==> config.mk <==
export PLATFORM = sky130hd
export DESIGN_NAME = cmoi_ring_lut
export DESIGN_NICKNAME = d
export VERILOG_FILES = /design/src/design/cmoi_pkg.sv /design/src/design/cmoi_ring_lut.sv
export SDC_FILE = /design/constraint.sdc
export NUM_CORES = 2
export LEC_CHECK = 0
export BUFFER_PORTS_ARGS = -buffer_cell sky130_fd_sc_hd__clkbuf_2
export CAP_MARGIN = 15
export CORE_ASPECT_RATIO = 2
export CORE_UTILIZATION = 61
export DETAILED_ROUTE_END_ITERATION = 10
export PLACE_DENSITY = 0.77
export SETUP_SLACK_MARGIN = 0.1
export SYNTH_ARGS = -nofsm -noshare
export SYNTH_HDL_FRONTEND = slang
export SYNTH_SLANG_ARGS = --single-unit
==> constraint.sdc <==
create_clock -name clk -period 8.6 [get_ports clk]
set_input_delay 2.15 -clock clk [delete_from_list [all_inputs] [get_ports clk]]
set_output_delay 2.15 -clock clk [all_outputs]
set_load 0.02 [all_outputs]
==> src/design/cmoi_pkg.sv <==
`default_nettype none
package cmoi_pkg;

  // Field and register widths.
  localparam int unsigned COST_W  = 8;
  localparam int unsigned COORD_W = 6;
  localparam int unsigned RES_W   = 10;
  localparam int unsigned LEN_W   = 14;
  localparam int unsigned GRID_W  = 7;
  localparam int unsigned CFG_IDX_W = 3;
  localparam int unsigned CFG_DAT_W = 14;

  // Default sizes.
  localparam int unsigned DEF_MAX_WIDTH  = 64;
  localparam int unsigned DEF_MAX_HEIGHT = 64;
  localparam int unsigned DEF_MAX_RADIUS = 8;

  // Cost curve constants.
  localparam logic [COST_W-1:0] COST_LETHAL = 8'd255;
  localparam logic [COST_W-1:0] COST_FREE   = 8'd0;
  localparam logic [COST_W-1:0] COST_BASE   = 8'd32;
  localparam int unsigned       COST_SPAN   = 210;

  // Operation codes.
  typedef enum logic [1:0] {
    FN_MARK    = 2'd0,
    FN_CLEAR   = 2'd1,
    FN_INFLATE = 2'd2,
    FN_READ    = 2'd3
  } func_t;

  // Configuration register indexes.
  localparam logic [CFG_IDX_W-1:0] CFG_GRID_WIDTH  = 3'd0;
  localparam logic [CFG_IDX_W-1:0] CFG_GRID_HEIGHT = 3'd1;
  localparam logic [CFG_IDX_W-1:0] CFG_RESOLUTION  = 3'd2;
  localparam logic [CFG_IDX_W-1:0] CFG_INFLATION   = 3'd3;
  localparam logic [CFG_IDX_W-1:0] CFG_INSCRIBED   = 3'd4;

endpackage
`default_nettype wire

==> src/design/cmoi_ring_lut.sv <==
`default_nettype none
module cmoi_ring_lut #(
  parameter int unsigned MAX_RADIUS = cmoi_pkg::DEF_MAX_RADIUS
) (
  input  wire logic                          clk,
  input  wire logic                          rst_n,
  input  wire logic                          start,
  input  wire logic [cmoi_pkg::RES_W-1:0]    res,
  input  wire logic [cmoi_pkg::LEN_W-1:0]    infl,
  input  wire logic [cmoi_pkg::LEN_W-1:0]    ins,
  output logic                               done,
  output logic [$clog2(MAX_RADIUS+1)-1:0]    radius,
  input  wire logic [$clog2(2*MAX_RADIUS*MAX_RADIUS+1)-1:0] rd_addr,
  output logic [cmoi_pkg::COST_W-1:0]        rd_data
);

  localparam int unsigned RW   = $clog2(MAX_RADIUS+1);
  localparam int unsigned TDEP = 2*MAX_RADIUS*MAX_RADIUS + 1;
  localparam int unsigned TW   = $clog2(TDEP);
  localparam int unsigned SQW  = 2*cmoi_pkg::RES_W;
  localparam int unsigned VW   = TW + SQW;
  localparam int unsigned DW   = (VW + 1) / 2;
  localparam int unsigned QW   = 2*DW;
  localparam int unsigned CW   = $clog2(DW);
  localparam int unsigned ACW  = cmoi_pkg::LEN_W + 1;
  localparam int unsigned NW   = cmoi_pkg::LEN_W + 8;

  typedef enum logic [6:0] {
    B_IDLE = 7'b0000001,
    B_RAD  = 7'b0000010,
    B_MUL  = 7'b0000100,
    B_SQRT = 7'b0001000,
    B_COST = 7'b0010000,
    B_DIV  = 7'b0100000,
    B_WR   = 7'b1000000
  } bstate_t;

  bstate_t                    st_r, st_nxt;
  logic [SQW-1:0]             resq_r, resq_nxt;
  logic [ACW-1:0]             acc_r, acc_nxt;
  logic [RW-1:0]              rad_r, rad_nxt;
  logic [TW-1:0]              s_r, s_nxt, smax_r, smax_nxt;
  logic [QW-1:0]              v_r, v_nxt, root_r, root_nxt, bit_r, bit_nxt;
  logic [CW-1:0]              cnt_r, cnt_nxt;
  logic [NW-1:0]              num_r, num_nxt, den_r, den_nxt;
  logic [2:0]                 k_r, k_nxt;
  logic [7:0]                 q_r, q_nxt;
  logic [cmoi_pkg::COST_W-1:0] c_r, c_nxt;
  logic                       done_r, done_nxt;
  logic [cmoi_pkg::COST_W-1:0] tab [TDEP];
  logic [cmoi_pkg::COST_W-1:0] rd_data_r;
  logic [QW-1:0]              trial;
  logic [QW-1:0]              d;

  assign trial = root_r + bit_r;
  assign d     = root_r;

  always_comb begin
    st_nxt   = st_r;
    resq_nxt = resq_r;
    acc_nxt  = acc_r;
    rad_nxt  = rad_r;
    s_nxt    = s_r;
    smax_nxt = smax_r;
    v_nxt    = v_r;
    root_nxt = root_r;
    bit_nxt  = bit_r;
    cnt_nxt  = cnt_r;
    num_nxt  = num_r;
    den_nxt  = den_r;
    k_nxt    = k_r;
    q_nxt    = q_r;
    c_nxt    = c_r;
    done_nxt = 1'b0;
    case (st_r)
      B_IDLE: begin
        if (start) begin
          resq_nxt = SQW'(res) * SQW'(res);
          acc_nxt  = '0;
          rad_nxt  = '0;
          st_nxt   = B_RAD;
        end
      end
      B_RAD: begin
        // Smallest radius in cells that covers the inflation distance, capped at MAX_RADIUS.
        if (acc_r >= ACW'(infl) || 32'(rad_r) == MAX_RADIUS) begin
          smax_nxt = TW'(2 * 32'(rad_r) * 32'(rad_r));
          s_nxt    = '0;
          st_nxt   = B_MUL;
        end else begin
          acc_nxt = acc_r + ACW'(res);
          rad_nxt = rad_r + RW'(1);
        end
      end
      B_MUL: begin
        v_nxt    = QW'(s_r) * QW'(resq_r);
        root_nxt = '0;
        bit_nxt  = QW'(1) << (QW - 2);
        cnt_nxt  = '0;
        st_nxt   = B_SQRT;
      end
      B_SQRT: begin
        if (v_r >= trial) begin
          v_nxt    = v_r - trial;
          root_nxt = (root_r >> 1) + bit_r;
        end else begin
          root_nxt = root_r >> 1;
        end
        bit_nxt = bit_r >> 2;
        cnt_nxt = cnt_r + CW'(1);
        if (32'(cnt_r) == DW - 1) begin
          st_nxt = B_COST;
        end
      end
      B_COST: begin
        if (d > QW'(infl)) begin
          c_nxt  = cmoi_pkg::COST_FREE;
          st_nxt = B_WR;
        end else if (d <= QW'(ins)) begin
          c_nxt  = cmoi_pkg::COST_LETHAL;
          st_nxt = B_WR;
        end else if (infl <= ins || d >= QW'(infl)) begin
          c_nxt  = cmoi_pkg::COST_FREE;
          st_nxt = B_WR;
        end else begin
          num_nxt = NW'(cmoi_pkg::COST_SPAN) * (NW'(infl) - NW'(d));
          den_nxt = NW'(infl - ins) << 7;
          k_nxt   = 3'd7;
          q_nxt   = '0;
          st_nxt  = B_DIV;
        end
      end
      B_DIV: begin
        // Restoring division, one quotient bit per cycle; the quotient stays below 210.
        if (num_r >= den_r) begin
          num_nxt = num_r - den_r;
          q_nxt   = q_r | (8'd1 << k_r);
        end
        den_nxt = den_r >> 1;
        k_nxt   = k_r - 3'd1;
        if (k_r == 3'd0) begin
          c_nxt  = cmoi_pkg::COST_BASE + ((num_r >= den_r) ? (q_r | 8'd1) : q_r);
          st_nxt = B_WR;
        end
      end
      B_WR: begin
        if (s_r == smax_r) begin
          done_nxt = 1'b1;
          st_nxt   = B_IDLE;
        end else begin
          s_nxt  = s_r + TW'(1);
          st_nxt = B_MUL;
        end
      end
      default: st_nxt = B_IDLE;
    endcase
  end

  always_ff @(posedge clk) begin
    if (!rst_n) begin
      st_r   <= B_IDLE;
      done_r <= 1'b0;
      rad_r  <= '0;
    end else begin
      st_r   <= st_nxt;
      done_r <= done_nxt;
      rad_r  <= rad_nxt;
    end
  end

  always_ff @(posedge clk) begin
    resq_r <= resq_nxt;
    acc_r  <= acc_nxt;
    s_r    <= s_nxt;
    smax_r <= smax_nxt;
    v_r    <= v_nxt;
    root_r <= root_nxt;
    bit_r  <= bit_nxt;
    cnt_r  <= cnt_nxt;
    num_r  <= num_nxt;
    den_r  <= den_nxt;
    k_r    <= k_nxt;
    q_r    <= q_nxt;
    c_r    <= c_nxt;
  end

  always_ff @(posedge clk) begin
    if (st_r == B_WR) begin
      tab[s_r] <= c_r;
    end
    rd_data_r <= tab[rd_addr];
  end

  assign done    = done_r;
  assign radius  = rad_r;
  assign rd_data = rd_data_r;

endmodule
`default_nettype wire

## Word-level counts from Yosys, hierarchy flattened

Memories as Yosys holds them, arrays and structs flattened. A register that Yosys moved wholly into a read port is not among the register bits.
Index checks and enable logic that the tools add are counted.

| operators by class | value |
|---|---|
| add/sub/neg operators | 12 |
| multiply operators | 4 |
| magnitude comparators | 7 |
| eq/ne operators | 22 |
| shift operators | 1 |
| muxes and demuxes | 51 |
| bitwise logic cells | 1 |
| reductions and logical operators | 17 |

Operator list:

| operator | count |
|---|---|
| $pmux 28 s2 | 3 |
| $mux 22 | 7 |
| $pmux 22 s2 | 2 |
| $mux 8 | 10 |
| $mux 28 | 2 |
| $mux 7 | 7 |
| $pmux 7 s7 | 1 |
| $pmux 8 s2 | 3 |
| $mux 15 | 2 |
| $pmux 15 s2 | 1 |
| $add 27x28->28 | 1 |
| $add 28x28->28 | 1 |
| $ge 28x14->1 | 1 |
| $ge 28x28->1 | 1 |
| $gt 28x14->1 | 1 |
| $le 28x14->1 | 1 |
| $mul 8x20->28 | 1 |
| $sub 28x28->28 | 1 |
| $ge 22x22->1 | 1 |
| $mul 7x22->21 const A | 1 |
| $ne 2x2->1 const B | 11 |
| $sub 14x22->22 | 1 |
| $sub 22x22->22 | 1 |
| $mul 10x10->20 | 1 |
| other kinds (33) | 53 |

| word-level totals | value |
|---|---|
| flip-flop bits (word level) | 213 |
| memory bits (writable) | 1032 |
| bits of input ports | 49 |
| output and inout port bits | 13 |
| logic and storage cells | 132 |
| memories kept | 1 |

Memories:

| memory | depth | width | rd ports | clocked after Yosys merged registers in | write ports | RTL line | text |
|---|---|---|---|---|---|---|---|
| tab | 129 | 8 | 1 | 1 | 1 | cmoi_ring_lut.sv:50 | `logic [cmoi_pkg::COST_W-1:0] tab [TDEP];` |

## Depth between registers and ports, before layout

| logic depth | value |
|---|---|
| word-level depth | 6 |
| gate-level depth with buffers | 28 |
| mapped depth without buffers | 28 |

## Least setup slack after synthesis

No wires, ideal clock.

| timing path | value |
|---|---|
| kind | input-to-reg |
| start point | input infl[0] (netlist name) |
| end point | register num_r[21], data pin |
| setup time | 0.254 ns |
| data arrival time | 7.067 ns |
| required time | 8.346 ns |
| setup slack | 1.279 ns |
| stages on the path | 27 |
| buffers on the path | 0 |
| cell sequence | inv_1 ha_1 inv_1 fa_1 a211oi_1 o21ai_0 nor2b_1 a21oi_1 o21bai_1 a21oi_1 xnor2_1 ha_1 inv_1 fa_1 inv_1 ha_1 inv_1 fa_1 inv_1 ha_1 or3_1 o2111a_1 o21ai_1 nand2b_1 a21oi_1 xnor2_1 o21a_1 |

| on the way | value |
|---|---|
| word-level cells in the longest chain between the ends | 6 |

Ends and longest elaborated chain:

| what | RTL line | text |
|---|---|---|
| from (decl) | cmoi_ring_lut.sv:9 | `input wire logic [cmoi_pkg::LEN_W-1:0] infl,` |
| $sub 14x22->22 | cmoi_ring_lut.sv:126 | `num_nxt = NW'(cmoi_pkg::COST_SPAN) * (NW'(infl) - NW'(d));` |
| $mul 7x22->21 | cmoi_ring_lut.sv:126 |  |
| $mux 22 | cmoi_ring_lut.sv:122 | `end else if (infl <= ins \|\| d >= QW'(infl)) begin` |
| $mux 22 | cmoi_ring_lut.sv:119 | `end else if (d <= QW'(ins)) begin` |
| $mux 22 | cmoi_ring_lut.sv:116 | `if (d > QW'(infl)) begin` |
| $pmux 22 s2 | cmoi_ring_lut.sv:75 | `case (st_r)` |
| named net num_nxt[21] | cmoi_ring_lut.sv:45 | `logic [NW-1:0] num_r, num_nxt, den_r, den_nxt;` |
| to (signal assigned) | cmoi_ring_lut.sv:180 | `num_r <= num_nxt;` |
| to (decl) | cmoi_ring_lut.sv:45 |  |

The timed path passes the listed nets, and every way through them passes these cells. The select of a mux whose other input is x is not followed.
A chain may end at the register's enable or synchronous reset.

## Worst setup path after layout

| timing path | value |
|---|---|
| start point | input infl[1] (netlist name) |
| end point | register num_r[21], data pin |

Same word-level chain as after synthesis.

==> run_results.csv <==
group,metric,value,unit
status,outcome,"finished clean",
final_layout,final_nets,4947,
routing,drc,0,
final_layout,area_delta_synth_final,8.04,%
synthesis,synth_area_leader_cell,"edfxtp_1",
synthesis,ys_ff_latch,1237,
power,power.leakage,25.1,nW
grt,grtUsageMet1,31.4,%
synthesis,yosys.cell_types.count,76,
setup_path,path_max_fanout,4,
setup_path,crit_path_end_kind,"flip-flop",
grt,grt_usage,30.4,%
grt,grt_max_degree,107,
floorplan,core_area,105000,µm²
clock_network,clkLatencyLatePin,740,ps
setup_path,path_delay_family,"compound AO/OA/AOI/OAI gates",
power,max-vdd-ir-drop,895,µV
sta,skew,32.1,ps
hold_path,hold_depth,2,
synthesis,ys_top_cells_by_area,"edfxtp_1 (57%), mux4_2 (12%), ha_1 (6.4%)",
clock_network,cts_made_buffers,101,
routing,wl,158,mm
clock_network,cts_resized,0,
sta,finalSetupViolCount,0,
sta,maxSlewViolCount,0,
synthesis,netlist_instances,4346,
synthesis,synth.most_common_cell,"edfxtp_1",
floorplan,boundaryPins,62,
power,combPwrFrac,48.1,%
grt,grt_use_met3,4.10,%
grt,grt_overflow,0,
synthesis,synthSimpleGateAreaFrac,7.44,%
setup_path,r2r_end,"v_r[11]",
clock_network,cts-hold-fix-buffers,0,
clock_network,cts.clk_slew.worst_paths,70,ps
power,p_clk_share,20.6,%
synthesis,synthXorXnorAreaFrac,2.69,%
clock_network,post-cts-setup-buffers,0,
synthesis,synth_top_area_share,56.9,%
power,power.total,0.0234,W
synthesis,synth_edf_count,1217,
sta,maxSlewHeadroom,18.4,%
hold_path,hp-start,"tab[128][2]",
clock_network,clk_path_buf_depth,3,
synthesis,synth_flop_cell,"edfxtp_1",
routing,avgRoutedWirePerCell,27.0,µm
floorplan,start_util,61.4,%
clock_network,cts_tree,"yes",
grt,first_global_vias,39176,
routing,ant_nets,0,
floorplan,rows,168,
clock_network,htreeDepth,3,
sta,min_period_over_period,85.1,%
grt,grt_pass1_wl,236,mm
synthesis,synth_adder_area_share,11.9,%
clock_network,clock_sinks,1237,
setup_path,reg2reg_depth,22,
setup_path,startpoint_type,"primary input",
synthesis,yosysSeqAreaShare,57.5,%
hold_path,min_to,"rd_data[2]",
synthesis,avgSynthCellArea,14.8,µm²
setup_path,cpPeakStageDelay,760,ps
run,drv_cap,0,
final_layout,final_cells,5837,
synthesis,synth_compound_area_share,5.20,%
setup_path,critPathSlowestCell,"o41ai_1",
synthesis,synthMuxAreaShare,12.1,%
place,numPortBuffers,61,
routing,vias_per_cell,6.36,
floorplan,dieArea,107000,µm²
grt,grtUsageMet2,56.5,%
clock_network,cts_root_buf,"clkbuf_16",
grt,antenna_found_initial,6,
power,seq_power_share,31.3,%
setup_path,crit_arrival,7800,ps
hold_path,hold_path_class,"reg -> reg",
setup_path,crit_required,9080,ps
place,hpwl,107,mm
sta,rsz0062_at_grt,"false",
synthesis,synthTopCellsByCount,"edfxtp_1 (1,217), inv_1 (364), mux4_2 (336), ha_1 (328), nor2_1 (324)",
synthesis,syn_area,64300,µm²
sta,worstMarginPinSlew,1220,ps
power,switchingPower,0.00905,W
setup_path,critPathKind,"in -> reg",
synthesis,synth_top_family_by_area,"multiplexers",
power,p_per_area,337,nW/µm²
setup_path,critical_path.cell_chain,"clkbuf_2 > inv_1 > ha_1 > nor2b_1 > o31a_1 > o21ai_0 > nor2b_1 > xnor2_1 > ha_1 > ha_1 > xor2_1 > ha_1 > inv_1 > fa_1 > inv_1 > ha_1 > o41ai_1 > o2111ai_1 > o2111a_1 > o21ai_1 > nand2b_1 > a21oi_1 > xnor2_1 > o21a_1",
setup_path,crit_top_cell,"ha_1",
power,sw_frac_of_total,38.7,%
sta,max_freq,137,MHz
setup_path,r2r_slack,2220,ps
routing,num_vias,37120,
synthesis,synth-warning-count,0,
setup_path,critPathBufInv,4,
place,place_congestion,0.929,
setup_path,rr_startpoint,"d[2]",
floorplan,die_y,461,µm
final_layout,final_core_util,66.3,%
place,dp_cells,5649,
grt,grt_busiest_layer,"met2",
routing,drt_iter0_drc,2884,
floorplan,die_w,231,µm
power,intPower,0.0144,W
sta,final_hold_viol_count,0,
routing,first_pass_iters,6,
final_layout,drive_gt1_share,14.1,%
sta,post-route-min-period,7320,ps
synthesis,synth-async-reset-ratio,0,%
sta,tns,0,ps
[per-stage QoR]
step | area, µm² | setup slack [ps] | hold WS, ps
2_1_floorplan | 64300 | 1280 | 424
3_3_place_gp | 66000 | 612 | 441
3_5_place_dp | 66000 | 589 | 441
4_1_cts | 69400 | 1360 | 460
5_1_grt | 69400 | 928 | 482
6_report | 69400 | 1280 | 454
[tightest hold or removal path: stages (launching register included)]
cell and delay (ps):
edfxtp_1 320, nand2_1 50, o21ai_1 50
[power groups by stage]
stage	sequential (W)	combinational, W	clock [W]
floorplan	0.00738	0.00803	0
global placement	0.00746	0.0108	0
detailed placement	0.00746	0.0111	0
CTS	0.00732	0.0112	0.00486
global route	0.00733	0.0124	0.00506
finish	0.00733	0.0113	0.00482
[final cells by class]
class	instances	area, µm²
sequential	1237	36900
fill	7197	35300
multi-input combinational	2586	25300
clock buffer	111	2560
tap	1360	1700
inverter	364	1370
clock inverter	72	821
timing repair buffer	104	721
antenna	3	7.51
[metal layers]
| metal | routed length (µm) | vias to the layer above |
|---|---|---|
| li1 | - | 16338 |
| met1 | 50600 | 18881 |
| met2 | 87300 | 1459 |
| met3 | 8120 | 440 |
| met4 | 11800 | 2 |
| met5 | 13 | - |
[worst max path at each step]
stage / startpoint / end / slack (ps) / cells past startpoint
after floorplan: infl[0] / num_r[21] / 1280 / 27
after global placement: infl[0] / num_r[21] / 610 / 25
after detailed placement: infl[0] / num_r[21] / 590 / 25
after CTS: infl[0] / num_r[21] / 1360 / 25
after global routing: infl[0] / num_r[21] / 930 / 25
final: infl[1] / num_r[21] / 1280 / 24
[registers in the layout, summed over array words and instances, names as in the netlist, 14 cells and up]
name and flops:
resq_r 19, bit_r 14, acc_r 15, num_r 22, den_r 22, v_r 28, tab 1032, d 28
[cell families after synthesis]
logic type,count (synthesis)
buffers and inverters,525
other,1
AO/OA/AOI/OAI,524
XOR/XNOR,197
adder cells (fa/ha/maj),504
multiplexers,357
flip-flops,1237
AND/OR/NAND/NOR,1001
[layout by cell type, fill, tap and decap left out, types with 20 or more instances in the layout]
cell type	netlist	final
a21o_1	52	52
a21oi_1	153	151
a31oi_1	20	20
and2_1	129	129
and3_1	31	31
buf_4	12	39
clkbuf_16	0	101
clkbuf_2	0	57
clkinv_2	0	20
dfxtp_1	20	20
edfxtp_1	1217	1217
fa_1	176	176
ha_1	328	328
inv_1	364	363
mux4_2	336	336
nand2_1	241	241
nand2b_1	29	29
nand3_1	58	57
nand4_1	27	27
nor2_1	324	323
nor2b_1	33	33
nor3_1	50	50
o21a_1	26	26
o21ai_0	119	119
o21bai_1	22	22
or3_1	23	23
xnor2_1	123	123
xor2_1	74	74
No activity file was read; power rests on OpenSTA's default activity.
